**src/assert_macros.svh**
```systemverilog
// ----------------------------------------------------------------------------
// assert_macros.svh
// Concurrent assertion helpers shared by the RTL.
// ----------------------------------------------------------------------------
`ifndef ASSERT_MACROS_SVH
`define ASSERT_MACROS_SVH

// Condition holds at every clock edge outside reset.
`define SKT_ASSERT_ALWAYS(label, clk, rst_n, cond, msg) \
    label: assert property (@(posedge clk) disable iff (!rst_n) (cond)) \
        else $error(msg);

// Antecedent implies consequent in the same cycle.
`define SKT_ASSERT_IMPL(label, clk, rst_n, ante, cons, msg) \
    label: assert property (@(posedge clk) disable iff (!rst_n) (ante) |-> (cons)) \
        else $error(msg);

// Antecedent implies consequent in the following cycle.
`define SKT_ASSERT_NEXT(label, clk, rst_n, ante, cons, msg) \
    label: assert property (@(posedge clk) disable iff (!rst_n) (ante) |=> (cons)) \
        else $error(msg);

`endif

```
**src/sktab_pkg.sv**
```systemverilog
// ----------------------------------------------------------------------------
// sktab_pkg
// Types and constants of the sorted key table.
// ----------------------------------------------------------------------------
`default_nettype none

package sktab_pkg;

    localparam int KEY_IN_W = 32;
    localparam int POS_W    = 5;
    localparam int OCC_W    = 5;

    typedef enum logic [1:0] {
        KIND_FIND   = 2'd0,
        KIND_UNIQUE = 2'd1,
        KIND_BEFORE = 2'd2,
        KIND_AFTER  = 2'd3
    } t_kind;

    typedef enum logic [2:0] {
        S_IDLE,
        S_LB,
        S_DUP,
        S_EXEC,
        S_SHIFT,
        S_PUT
    } t_state;

    typedef struct packed {
        t_kind               kind;
        logic [KEY_IN_W-1:0] key;
    } t_req;

    typedef struct packed {
        logic [POS_W-1:0] position;
        logic             hit;
        logic             rejected_full;
        logic [OCC_W-1:0] occupancy;
    } t_rsp;

    // stored key versus request key
    typedef struct packed {
        logic lt;
        logic eq;
    } t_cmp;

endpackage

`default_nettype wire

```
**src/sktab_mem.sv**
```systemverilog
// ----------------------------------------------------------------------------
// sktab_mem
// Key store: one write port, one read port with registered read data.
// ----------------------------------------------------------------------------
`default_nettype none

module sktab_mem #(
    parameter int DEPTH = 16,
    parameter int WIDTH = 32
) (
    input  wire logic                     i_clk,
    input  wire logic                     i_wr_en,
    input  wire logic [$clog2(DEPTH)-1:0] i_wr_addr,
    input  wire logic [WIDTH-1:0]         i_wr_data,
    input  wire logic                     i_rd_en,
    input  wire logic [$clog2(DEPTH)-1:0] i_rd_addr,
    output logic      [WIDTH-1:0]         o_rd_data
);

    logic [WIDTH-1:0] r_mem [DEPTH];
    logic [WIDTH-1:0] r_rd_data;

    always_ff @(posedge i_clk) begin
        if (i_wr_en) begin
            r_mem[i_wr_addr] <= i_wr_data;
        end
        if (i_rd_en) begin
            r_rd_data <= r_mem[i_rd_addr];
        end
    end

    assign o_rd_data = r_rd_data;

endmodule

`default_nettype wire

```
**src/sktab_cmp.sv**
```systemverilog
// ----------------------------------------------------------------------------
// sktab_cmp
// Shared key comparator, unsigned or two's complement order.
// ----------------------------------------------------------------------------
`default_nettype none

module sktab_cmp #(
    parameter int WIDTH = 32
) (
    input  wire logic [WIDTH-1:0] i_stored,
    input  wire logic [WIDTH-1:0] i_key,
    input  wire logic             i_signed,
    output sktab_pkg::t_cmp       o_cmp
);

    logic [WIDTH-1:0] w_ord_stored;
    logic [WIDTH-1:0] w_ord_key;

    // flipping the sign bit maps signed order onto unsigned order
    always_comb begin
        w_ord_stored            = i_stored;
        w_ord_key               = i_key;
        w_ord_stored[WIDTH-1]   = i_stored[WIDTH-1] ^ i_signed;
        w_ord_key[WIDTH-1]      = i_key[WIDTH-1] ^ i_signed;
        o_cmp.lt                = (w_ord_stored < w_ord_key);
        o_cmp.eq                = (w_ord_stored == w_ord_key);
    end

endmodule

`default_nettype wire

```
**src/sorted_key_table_unit.sv**
```systemverilog
// ----------------------------------------------------------------------------
// sorted_key_table_unit
// Ordered key table with find and three insert kinds, one request at a time.
// ----------------------------------------------------------------------------
// A request scans the entries for the lower bound, and past equal keys for an
//   insert after them, one compare per cycle; an insert then moves the
//   (count - position) entries from the position up one slot and writes the key.
// busy stays high until o_done; a new request is taken only once busy is low.
// Reset clears the key count and the compare mode; stored keys are not cleared.
// Results are strobed for one cycle; the receiver cannot stall.
`default_nettype none
`include "assert_macros.svh"

module sorted_key_table_unit #(
    parameter int DEPTH     = 16,
    parameter int KEY_WIDTH = 32
) (
    input  wire logic            i_clk,
    input  wire logic            i_rst_n,
    input  wire logic            start,
    output logic                 busy,
    input  wire sktab_pkg::t_req i_req,
    output logic                 o_done,
    output sktab_pkg::t_rsp      o_rsp,
    input  wire logic            i_cfg_valid,
    output logic                 o_cfg_ready,
    input  wire logic            i_cfg_data
);

    localparam int AW = $clog2(DEPTH);
    localparam int CW = $clog2(DEPTH + 1);

    sktab_pkg::t_state      r_state, n_state;
    sktab_pkg::t_kind       r_kind, n_kind;
    logic [KEY_WIDTH-1:0]   r_key, n_key;
    logic [AW-1:0]          r_idx, n_idx;
    logic [CW-1:0]          r_pos, n_pos;
    logic                   r_eq, n_eq;
    logic [CW-1:0]          r_count, n_count;
    logic                   r_signed;
    logic                   r_done, n_done;
    sktab_pkg::t_rsp        r_rsp, n_rsp;

    logic                   w_rd_en;
    logic [AW-1:0]          w_rd_addr;
    logic [KEY_WIDTH-1:0]   w_rd_data;
    logic                   w_wr_en;
    logic [AW-1:0]          w_wr_addr;
    logic [KEY_WIDTH-1:0]   w_wr_data;
    sktab_pkg::t_cmp        w_cmp;
    logic [63:0]            w_key_wide;
    logic [CW-1:0]          w_idx_inc;
    logic                   w_last;
    logic [CW-1:0]          w_count_dec;

    sktab_mem #(
        .DEPTH (DEPTH),
        .WIDTH (KEY_WIDTH)
    ) u_mem (
        .i_clk     (i_clk),
        .i_wr_en   (w_wr_en),
        .i_wr_addr (w_wr_addr),
        .i_wr_data (w_wr_data),
        .i_rd_en   (w_rd_en),
        .i_rd_addr (w_rd_addr),
        .o_rd_data (w_rd_data)
    );

    sktab_cmp #(
        .WIDTH (KEY_WIDTH)
    ) u_cmp (
        .i_stored (w_rd_data),
        .i_key    (r_key),
        .i_signed (r_signed),
        .o_cmp    (w_cmp)
    );

    assign w_key_wide  = {32'd0, i_req.key};
    assign w_idx_inc   = CW'(r_idx) + CW'(1);
    assign w_last      = (w_idx_inc == r_count);
    assign w_count_dec = r_count - CW'(1);

    assign busy        = (r_state != sktab_pkg::S_IDLE);
    assign o_cfg_ready = !busy;
    assign o_done      = r_done;
    assign o_rsp       = r_rsp;

    always_ff @(posedge i_clk) begin
        if (!i_rst_n) begin
            r_state  <= sktab_pkg::S_IDLE;
            r_count  <= '0;
            r_signed <= 1'b0;
            r_done   <= 1'b0;
        end else begin
            r_state <= n_state;
            r_count <= n_count;
            r_done  <= n_done;
            if (i_cfg_valid && o_cfg_ready) begin
                r_signed <= i_cfg_data;
            end
        end
    end

    always_ff @(posedge i_clk) begin
        r_kind <= n_kind;
        r_key  <= n_key;
        r_idx  <= n_idx;
        r_pos  <= n_pos;
        r_eq   <= n_eq;
        r_rsp  <= n_rsp;
    end

    always_comb begin
        n_state   = r_state;
        n_kind    = r_kind;
        n_key     = r_key;
        n_idx     = r_idx;
        n_pos     = r_pos;
        n_eq      = r_eq;
        n_count   = r_count;
        n_done    = 1'b0;
        n_rsp     = r_rsp;
        w_rd_en   = 1'b0;
        w_rd_addr = w_idx_inc[AW-1:0];
        w_wr_en   = 1'b0;
        w_wr_addr = w_idx_inc[AW-1:0];
        w_wr_data = w_rd_data;

        case (r_state)
            sktab_pkg::S_IDLE: begin
                if (start) begin
                    n_kind    = i_req.kind;
                    n_key     = w_key_wide[KEY_WIDTH-1:0];
                    n_idx     = '0;
                    w_rd_en   = 1'b1;
                    w_rd_addr = '0;
                    if (r_count == '0) begin
                        n_pos   = '0;
                        n_eq    = 1'b0;
                        n_state = sktab_pkg::S_EXEC;
                    end else begin
                        n_state = sktab_pkg::S_LB;
                    end
                end
            end

            // lower bound: first entry not less than the key
            sktab_pkg::S_LB: begin
                w_rd_en = 1'b1;
                if (w_cmp.lt) begin
                    if (w_last) begin
                        n_pos   = r_count;
                        n_eq    = 1'b0;
                        n_state = sktab_pkg::S_EXEC;
                    end else begin
                        n_idx = w_idx_inc[AW-1:0];
                    end
                end else begin
                    n_pos = CW'(r_idx);
                    n_eq  = w_cmp.eq;
                    if (r_kind == sktab_pkg::KIND_AFTER && w_cmp.eq) begin
                        if (w_last) begin
                            n_pos   = r_count;
                            n_state = sktab_pkg::S_EXEC;
                        end else begin
                            n_idx   = w_idx_inc[AW-1:0];
                            n_state = sktab_pkg::S_DUP;
                        end
                    end else begin
                        n_state = sktab_pkg::S_EXEC;
                    end
                end
            end

            // skip past equal keys
            sktab_pkg::S_DUP: begin
                w_rd_en = 1'b1;
                if (w_cmp.eq) begin
                    if (w_last) begin
                        n_pos   = r_count;
                        n_state = sktab_pkg::S_EXEC;
                    end else begin
                        n_idx = w_idx_inc[AW-1:0];
                    end
                end else begin
                    n_pos   = CW'(r_idx);
                    n_state = sktab_pkg::S_EXEC;
                end
            end

            sktab_pkg::S_EXEC: begin
                n_rsp.position      = sktab_pkg::POS_W'(r_pos);
                n_rsp.hit           = 1'b0;
                n_rsp.rejected_full = 1'b0;
                n_rsp.occupancy     = sktab_pkg::OCC_W'(r_count);
                if (r_kind == sktab_pkg::KIND_FIND) begin
                    n_rsp.hit = r_eq;
                    if (!r_eq) begin
                        n_rsp.position = sktab_pkg::POS_W'(r_count);
                    end
                    n_done  = 1'b1;
                    n_state = sktab_pkg::S_IDLE;
                end else if (r_count >= CW'(DEPTH)) begin
                    n_rsp.rejected_full = 1'b1;
                    n_done              = 1'b1;
                    n_state             = sktab_pkg::S_IDLE;
                end else if (r_kind == sktab_pkg::KIND_UNIQUE && r_eq) begin
                    n_done  = 1'b1;
                    n_state = sktab_pkg::S_IDLE;
                end else if (r_pos == r_count) begin
                    n_state = sktab_pkg::S_PUT;
                end else begin
                    w_rd_en   = 1'b1;
                    w_rd_addr = w_count_dec[AW-1:0];
                    n_idx     = w_count_dec[AW-1:0];
                    n_state   = sktab_pkg::S_SHIFT;
                end
            end

            // move entries up one slot, highest first
            sktab_pkg::S_SHIFT: begin
                w_wr_en = 1'b1;
                if (CW'(r_idx) == r_pos) begin
                    n_state = sktab_pkg::S_PUT;
                end else begin
                    w_rd_en   = 1'b1;
                    w_rd_addr = r_idx - AW'(1);
                    n_idx     = r_idx - AW'(1);
                end
            end

            sktab_pkg::S_PUT: begin
                w_wr_en             = 1'b1;
                w_wr_addr           = r_pos[AW-1:0];
                w_wr_data           = r_key;
                n_count             = r_count + CW'(1);
                n_rsp.position      = sktab_pkg::POS_W'(r_pos);
                n_rsp.hit           = 1'b1;
                n_rsp.rejected_full = 1'b0;
                n_rsp.occupancy     = sktab_pkg::OCC_W'(n_count);
                n_done              = 1'b1;
                n_state             = sktab_pkg::S_IDLE;
            end

            default: begin
                n_state = sktab_pkg::S_IDLE;
            end
        endcase
    end

    `SKT_ASSERT_ALWAYS(a_count_bound, i_clk, i_rst_n, r_count <= CW'(DEPTH), "count over")
    `SKT_ASSERT_NEXT(a_start_busy, i_clk, i_rst_n, start && !busy, busy, "request not taken")
    `SKT_ASSERT_NEXT(a_put_done, i_clk, i_rst_n, r_state == sktab_pkg::S_PUT, o_done, "no done")
    `SKT_ASSERT_IMPL(a_full_nohit, i_clk, i_rst_n, o_rsp.rejected_full, !o_rsp.hit, "full hit")

endmodule

`default_nettype wire

```
**config.mk**
```make
export PLATFORM = sky130hd
export DESIGN_NAME = sorted_key_table_unit
export DESIGN_NICKNAME = d
export VERILOG_FILES = /design/src/sktab_pkg.sv /design/src/sktab_mem.sv /design/src/sktab_cmp.sv /design/src/sorted_key_table_unit.sv
export VERILOG_INCLUDE_DIRS = /design/src /design/src/src
export SDC_FILE = /design/constraint.sdc
export NUM_CORES = 1
export LEC_CHECK = 0
export BUFFER_PORTS_ARGS = -buffer_cell sky130_fd_sc_hd__buf_2
export CAP_MARGIN = 20
export CORE_MARGIN = 1.5
export CORE_UTILIZATION = 30
export CTS_CLUSTER_DIAMETER = 60
export CTS_CLUSTER_SIZE = 30
export DETAILED_ROUTE_END_ITERATION = 7
export PLACE_DENSITY = 0.42
export SYNTH_ARGS = -nofsm -noshare
export SYNTH_HDL_FRONTEND = slang
export SYNTH_HIERARCHICAL = 1
export SYNTH_SLANG_ARGS = --single-unit
```
**constraint.sdc**
```tcl
create_clock -name i_clk -period 12.2 [get_ports i_clk]
set_input_delay 1.22 -clock i_clk [delete_from_list [all_inputs] [get_ports i_clk]]
set_output_delay 1.22 -clock i_clk [all_outputs]
set_load 0.005 [all_outputs]
```
# --- Word level (Yosys, flattened, before mapping) ---
# Memory sizes are Yosys's and may differ from the RTL's. A register that Yosys moved wholly into a read port is not among the register bits.
# Cells that the tools add are included.
op_classes:
  reduce_logical: 19
  eq_ne: 22
  add_sub_neg: 4
  n_lt_le_gt_ge: 2
  bitwise: 2
  muxes: 65
op_table:
  columns: ["cell", "count"]
  rows:
  - ["two-way mux 4 bit", 17]
  - ["two-way mux 5 bit", 8]
  - ["== test 32 bit", 1]
  - ["less-than comparator 32 bit", 1]
  - ["two-way mux 32 bit", 1]
  - ["two-way mux 3 bit", 9]
  - ["case mux 12 bit (2 select lines)", 1]
  - ["two-way mux 1 bit", 20]
  - ["case mux 4 bit (5 select lines)", 1]
  - ["!= test 2 bit (second input constant)", 9]
  - ["case mux 3 bit (5 select lines)", 1]
  - ["case mux 5 bit (3 select lines)", 1]
  - ["case mux 4 bit (3 select lines)", 1]
  - ["== test 5 bit", 2]
  - ["AND reduction 9 bit", 1]
  - ["subtractor 4 x 1 -> 4 bit (second input constant)", 2]
  - ["== test 3 x 2 -> 1 bit (second input constant)", 2]
  - ["== test 3 bit (second input constant)", 2]
  - ["two-way mux 6 bit", 1]
  - ["nonzero test 3 bit", 2]
  - ["adder 4 x 1 -> 5 bit (second input constant)", 1]
  - ["adder 5 x 1 -> 5 bit (second input constant)", 1]
  - ["== test 4 x 5 -> 1 bit", 1]
  - ["greater-or-equal comparator 5 bit (second input constant)", 1]
  - ["other kinds (20)", 27]
word_totals:
  elab_cells: 128
  ramBits: 512
  n_memories: 1
  reg_bits: 66
  out_inout_bits: 15
memory_table:
  columns: ["name", "depth", "width", "rd", "rd_clocked_by_memory_dff", "wr", "line", "source"]
  rows:
  - ["u_mem.r_mem", 16, 32, 1, 1, 1, "sktab_mem.sv:20", "logic [WIDTH-1:0] r_mem [DEPTH];"]

# --- Logic depth before layout (Yosys ltp) ---
logic_depth:
  ltp_word: 6
  ltp_mapped: 12
  ltp_nobuf: 12

# --- Cells and area by module ---
# Netlist, hierarchy kept.
modules_own_cells:
  columns: ["mod", "n_inst", "area_per_inst_um2", "cells_each"]
  rows:
  - ["sktab_mem", 1, 20155.6, 838]
  - ["sorted_key_table_unit", 1, 3628.5, 380]
  - ["sktab_cmp", 1, 839.6, 116]

# --- Worst setup path after synthesis ---
# OpenSTA, ideal clock, no wires.
synth_path:
  path_kind: "reg2reg"
  from: "reg r_state[2]"
  to: "mem u_mem.r_mem[0][0], enable pin"
  setup_time_ns: 0.461
  t_required_ns: 11.739
  period_less_slack_ns: 4.638
  arrival_ns: 4.177
  setup_slack_ns: 7.562
  path_stages_with_launch: 10
  cell_sequence: "dfxtp_1 > clkbuf_1 > inv_2 > or2_2 > clkbuf_1 > clkbuf_1 > nor2_1 > a21oi_1 > or3b_2 > nor3_1"
synth_between:
  word_cells_on_any_way: 7
synth_rtl:
  columns: ["element", "line", "source"]
  rows:
  - ["from (decl)", "sorted_key_table_unit.sv:33", "sktab_pkg::t_state r_state, n_state;"]
  - ["from (signal assigned)", "sorted_key_table_unit.sv:90", "r_state <= sktab_pkg::S_IDLE;"]
  - ["from (signal assigned)", "sorted_key_table_unit.sv:95", "r_state <= n_state;"]
  - ["== test 3 bit", "sorted_key_table_unit.sv:129", "case (r_state)"]
  - ["two-way mux 4 bit", "sorted_key_table_unit.sv:129", null]
  - ["via w_wr_addr[2]", "sorted_key_table_unit.sv:48", "logic [AW-1:0] w_wr_addr;"]
  - ["to (decl)", "sktab_mem.sv:20", null]
# The timed path passes the listed nets, and every way through them passes these cells.

# --- Worst setup path in the final report ---
layout_path:
  from: "reg r_count[2]"
  to: "reg u_mem.r_rd_data[7] (netlist: u_mem/o_rd_data[7]) (read register of u_mem.r_mem), data pin"
layout_between:
  elab_chain_cells: 6
  word_cells_on_any_way: 13
layout_lines:
  columns: ["element", "line", "source"]
  rows:
  - ["from (decl)", "sorted_key_table_unit.sv:39", "logic [CW-1:0] r_count, n_count;"]
  - ["from (signal assigned)", "sorted_key_table_unit.sv:96", "r_count <= n_count;"]
  - ["== test 5 bit", "sorted_key_table_unit.sv:210", "end else if (r_pos == r_count) begin"]
  - ["two-way mux 4 bit", "sorted_key_table_unit.sv:210", null]
  - ["two-way mux 4 bit", "sorted_key_table_unit.sv:207", "end else if (r_kind == sktab_pkg::KIND_UNIQUE && r_eq) begin"]
  - ["two-way mux 4 bit (*)", "sorted_key_table_unit.sv:203", "end else if (r_count >= CW'(DEPTH)) begin"]
  - ["two-way mux 4 bit (*)", "sorted_key_table_unit.sv:196", "if (r_kind == sktab_pkg::KIND_FIND) begin"]
  - ["case mux 4 bit (3 select lines) (*)", "sorted_key_table_unit.sv:129", null]
  - ["via w_rd_addr[0]", "sorted_key_table_unit.sv:45", "logic [AW-1:0] w_rd_addr;"]
  - ["to (decl)", "sktab_mem.sv:21", "logic [WIDTH-1:0] r_rd_data;"]
# Mark *: on every way through the listed nets, which the timed path passes. The rest lies on a longest branch.
# A chain may end at the register's enable or synchronous reset.

==> summary.md <==
| Metric | Value |
|---|---|
| Die W | `approximately 290 um` |
| Final setup fails | `0` |
| Synthesized area | `24600 sq um` |
| Iter 0 DRT Violations | `1000` |
| Crit-path max FO | `98` |
| CP max-delay cell | `o41ai_2` |
| Synth Area in Adders | `0.0188` |
| WHS | `520 ps` |
| Fmax | `213 MHz` |
| CTS Hold Buffers Added | `0` |
| Setup TNS | `0 ps` |
| Period minus WS final | `4690 ps` |
| P&R area growth vs syn | `14.7%` |
| Site Rows | `between 100 and 150` |
| DIE HEIGHT | `around 290 um` |
| Outcome | `complete, no violations` |
| Critical R2R Launch | `r_count[2]` |
| Max_slew headroom | `0.313` |
| GRT overflow | `0` |
| CTS tree | `built` |
| Comb pwr share | `0.355` |
| Drt via density | `4.94` |
| Drt total wl | `63700 um` |
| RSZ-0062 raised after global routing | `false` |
| Count leader, synth | `edfxtp_1` |
| Total of max-cap violations | `0` |
| Largest family of logic cells by synthesized area | `multiplexers` |
| WL/cell | `25.4 um` |
| DPL Wire Length | `around 33000 um` |
| Xor/xnor share of the synthesized area | `0.00884` |
| Synth warnings | `6` |
| Switching Fraction | `0.353` |
| Mean Syn Cell Area | `between 15 and 20 sq um` |
| Post-DRT Antenna Nets | `0` |
| Largest delay contributor family on the critical path | `compound AO/OA/AOI/OAI gates` |
| Predominant post-synthesis flop cell | `edfxtp_1` |
| Power per cell area | `263 nW/um^2` |
| CP endpoint kind | `flip-flop` |
| Number of fillers in the final layout | `7656` |
| Most frequent cells after synthesis | `edfxtp_1 (600), nand2_1 (154), mux4_2 (128)` |
| Post-synth EDFFs | `600` |
| Number of placed instances, taps included | `2408` |
| VDD IR-drop max | `0.352 mV` |
| Crit path from | `r_count[2]` |
| Crit-path max cell delay | `~840 ps` |
| Final hold viol count | `0` |
| Design area | `between 20000 and 30000 sq um` |
| Total internal power | `4.81 mW` |
| Setup crit start kind | `flip-flop` |
| Clock tree sinks | `between 600 and 700` |
| GRT Total Usage | `0.155` |
| Setup CP Type | `reg -> reg` |
| Finished Layout Cells | `2504` |
| Port Buffers | `53` |
| CP cell instances | `xor2_1 -> o41ai_2 -> a21oi_1 -> o22ai_4 -> buf_4 -> buf_12 -> mux4_2 -> a22oi_1 -> nand2_1` |
| Core footprint | `80900 sq um` |
| Multi-input logic area | `about 6100 sq um` |
| Top cells by area, synth | `edfxtp_1 (73%), mux4_2 (12%), nand2_1 (2.3%)` |
| Netlist cell types | `63` |
| Post-synthesis mux area share | `0.120` |
| Levels on crit path | `9` |
| Diodes inserted | `0` |
| Post-synthesis simple-gate area fraction | `0.0495` |
| Power, Total | `7.44 mW` |
| PnR worst setup slack | `between 7000 and 8000 ps` |
| WP data required | `12560 ps` |
| Reg2Reg Setup Slack | `between 7000 and 8000 ps` |
| Drt pass-1 iters | `5` |
| Initial antenna violation count | `0` |
| Worst Tran Pin Value | `1020 ps` |
| HP Start | `r_signed` |
| Vias in the first global route | `13000` |
| Mapped Cells | `1334` |
| Setup crit end | `u_mem/o_rd_data[7]` |
| Synth Register Bits | `610` |
| Final nets | `1478` |
| Share of the synthesized area in the top cell type | `0.732` |
| Skew-Pair Late Insertion Delay | `630 ps` |
| I/O pin cnt | `54` |
| Post-synthesis async set-or-reset flop share | `0` |
| Switching pwr | `2.63 mW` |
| Clock Tree Root | `clkbuf_16` |
| Layout cells sized above 1 | `0.241` |
| Buffer count from post-CTS setup fixing | `0` |
| CTS Buf Count | `52` |
| P_leak | `9.27 nW` |
| Syn Nets | `about 1400` |
| Reg2reg path depth | `9` |
| Worst-path clk slew | `80 ps` |
| Post-layout util | `0.349` |
| Register area | `18200 sq um` |
| Die footprint | `83800 sq um` |
| First-pass GRT wire length | `92700 um` |
| Sequential share of power | `0.395` |
| Place WS | `7380 ps` |
| Via count | `12400` |
| Max-slew violations | `0` |
| Min-Delay Path Class | `reg -> reg` |
| Seq/Total Area, Yosys | `0.740` |
| # resized after CTS | `0` |
| Area after DPL | `26300 sq um` |
| Initial core utilization | `0.304` |
| Area leader, netlist | `edfxtp_1` |
| Compound-Gate Fraction of Synth Area | `0.0433` |
| CTS Buffer Depth | `3` |
| Final Cycle Share | `0.384` |
| RD Place Congestion | `0.757` |
| Reg2reg end | `u_mem/o_rd_data[7]` |
| Clock Skews | `approximately 40 ps` |
| Clock share of power | `0.250` |
| CP arrival | `5050 ps` |
| Buf/Inv on CP | `2` |
| Pin count of the biggest net entering global routing | `129` |
| DRC | `0` |
| Worst hold path cell count | `2` |
| Htree depth | `2` |
[per-layer routing]
metal	track usage	vias up	routed length (um)
li1	-	5466	-
met1	0.208	6606	28400
met2	0.264	217	31600
met3	0.0220	78	2230
met4	0.0415	0	1430
met5	0	-	0
[how the worst min path moves through the flow]
| stage | to | slack, ps |
|---|---|---|
| 3_3_place_gp | r_signed | 510 |
| 4_1_cts | r_signed | 530 |
| 5_1_grt | r_signed | 550 |
| 3_5_place_dp | r_signed | 520 |
| 6_report | r_signed | 520 |
| 2_1_floorplan | r_signed | 480 |
[state kept, by name (all words and copies together), names as in the netlist]
signal           count
r_kind               2
r_state              3
u_mem/o_rd_data     32
o_done               1
r_pos                5
r_idx                4
u_mem/r_mem        512
r_signed             1
r_eq                 1
o_rsp               12
r_count              5
r_key               32
[worst min-delay path: stages (launching register included)]
cell and delay [ps]:
dfxtp_1 340, nand2_1 60, a21boi_0 70
[power groups by stage]
stage               Clock, mW  Sequential [mW]  Combinational, mW
global route             1.99             2.96               2.91
CTS                      1.92             2.94               2.71
global placement            0             2.99               2.68
detailed placement          0             2.99               2.71
finish                   1.86             2.94               2.64
floorplan                   0             2.91               1.92
[layout by cell type, fill, tap and decap left out, drive strengths merged, types with 8 or more instances in the layout]
master and instances:
nand2 154, mux4 128, and2 10, clkbuf 53, o21ai 21, xnor2 13, inv 62, nand3b 8
nand3 8, dfxtp 10, buf 81, edfxtp 600, ha 37, a21oi 25, xor2 11, nor2 39
a22oi 66, clkinv 16, nor3 11
[cell families (layout without fill, tap and decap cells)]
| logic type | Yosys count | after routing |
|---|---|---|
| compound gates | 151 | 151 |
| xor+xnor | 24 | 24 |
| fa+ha+maj | 37 | 37 |
| buf+inv | 108 | 218 |
| flops | 610 | 610 |
| mux | 135 | 135 |
| simple gates | 269 | 269 |
[final cells by class]
type | instances | share of cell area
tap | 1060 | 0.0470
multi-input combinational | 616 | 0.216
timing repair buffer | 81 | 0.0177
sequential | 610 | 0.645
clock inverter | 43 | 0.0219
clock buffer | 53 | 0.0470
inverter | 41 | 0.00545
Power figures use the tool's default switching activity.
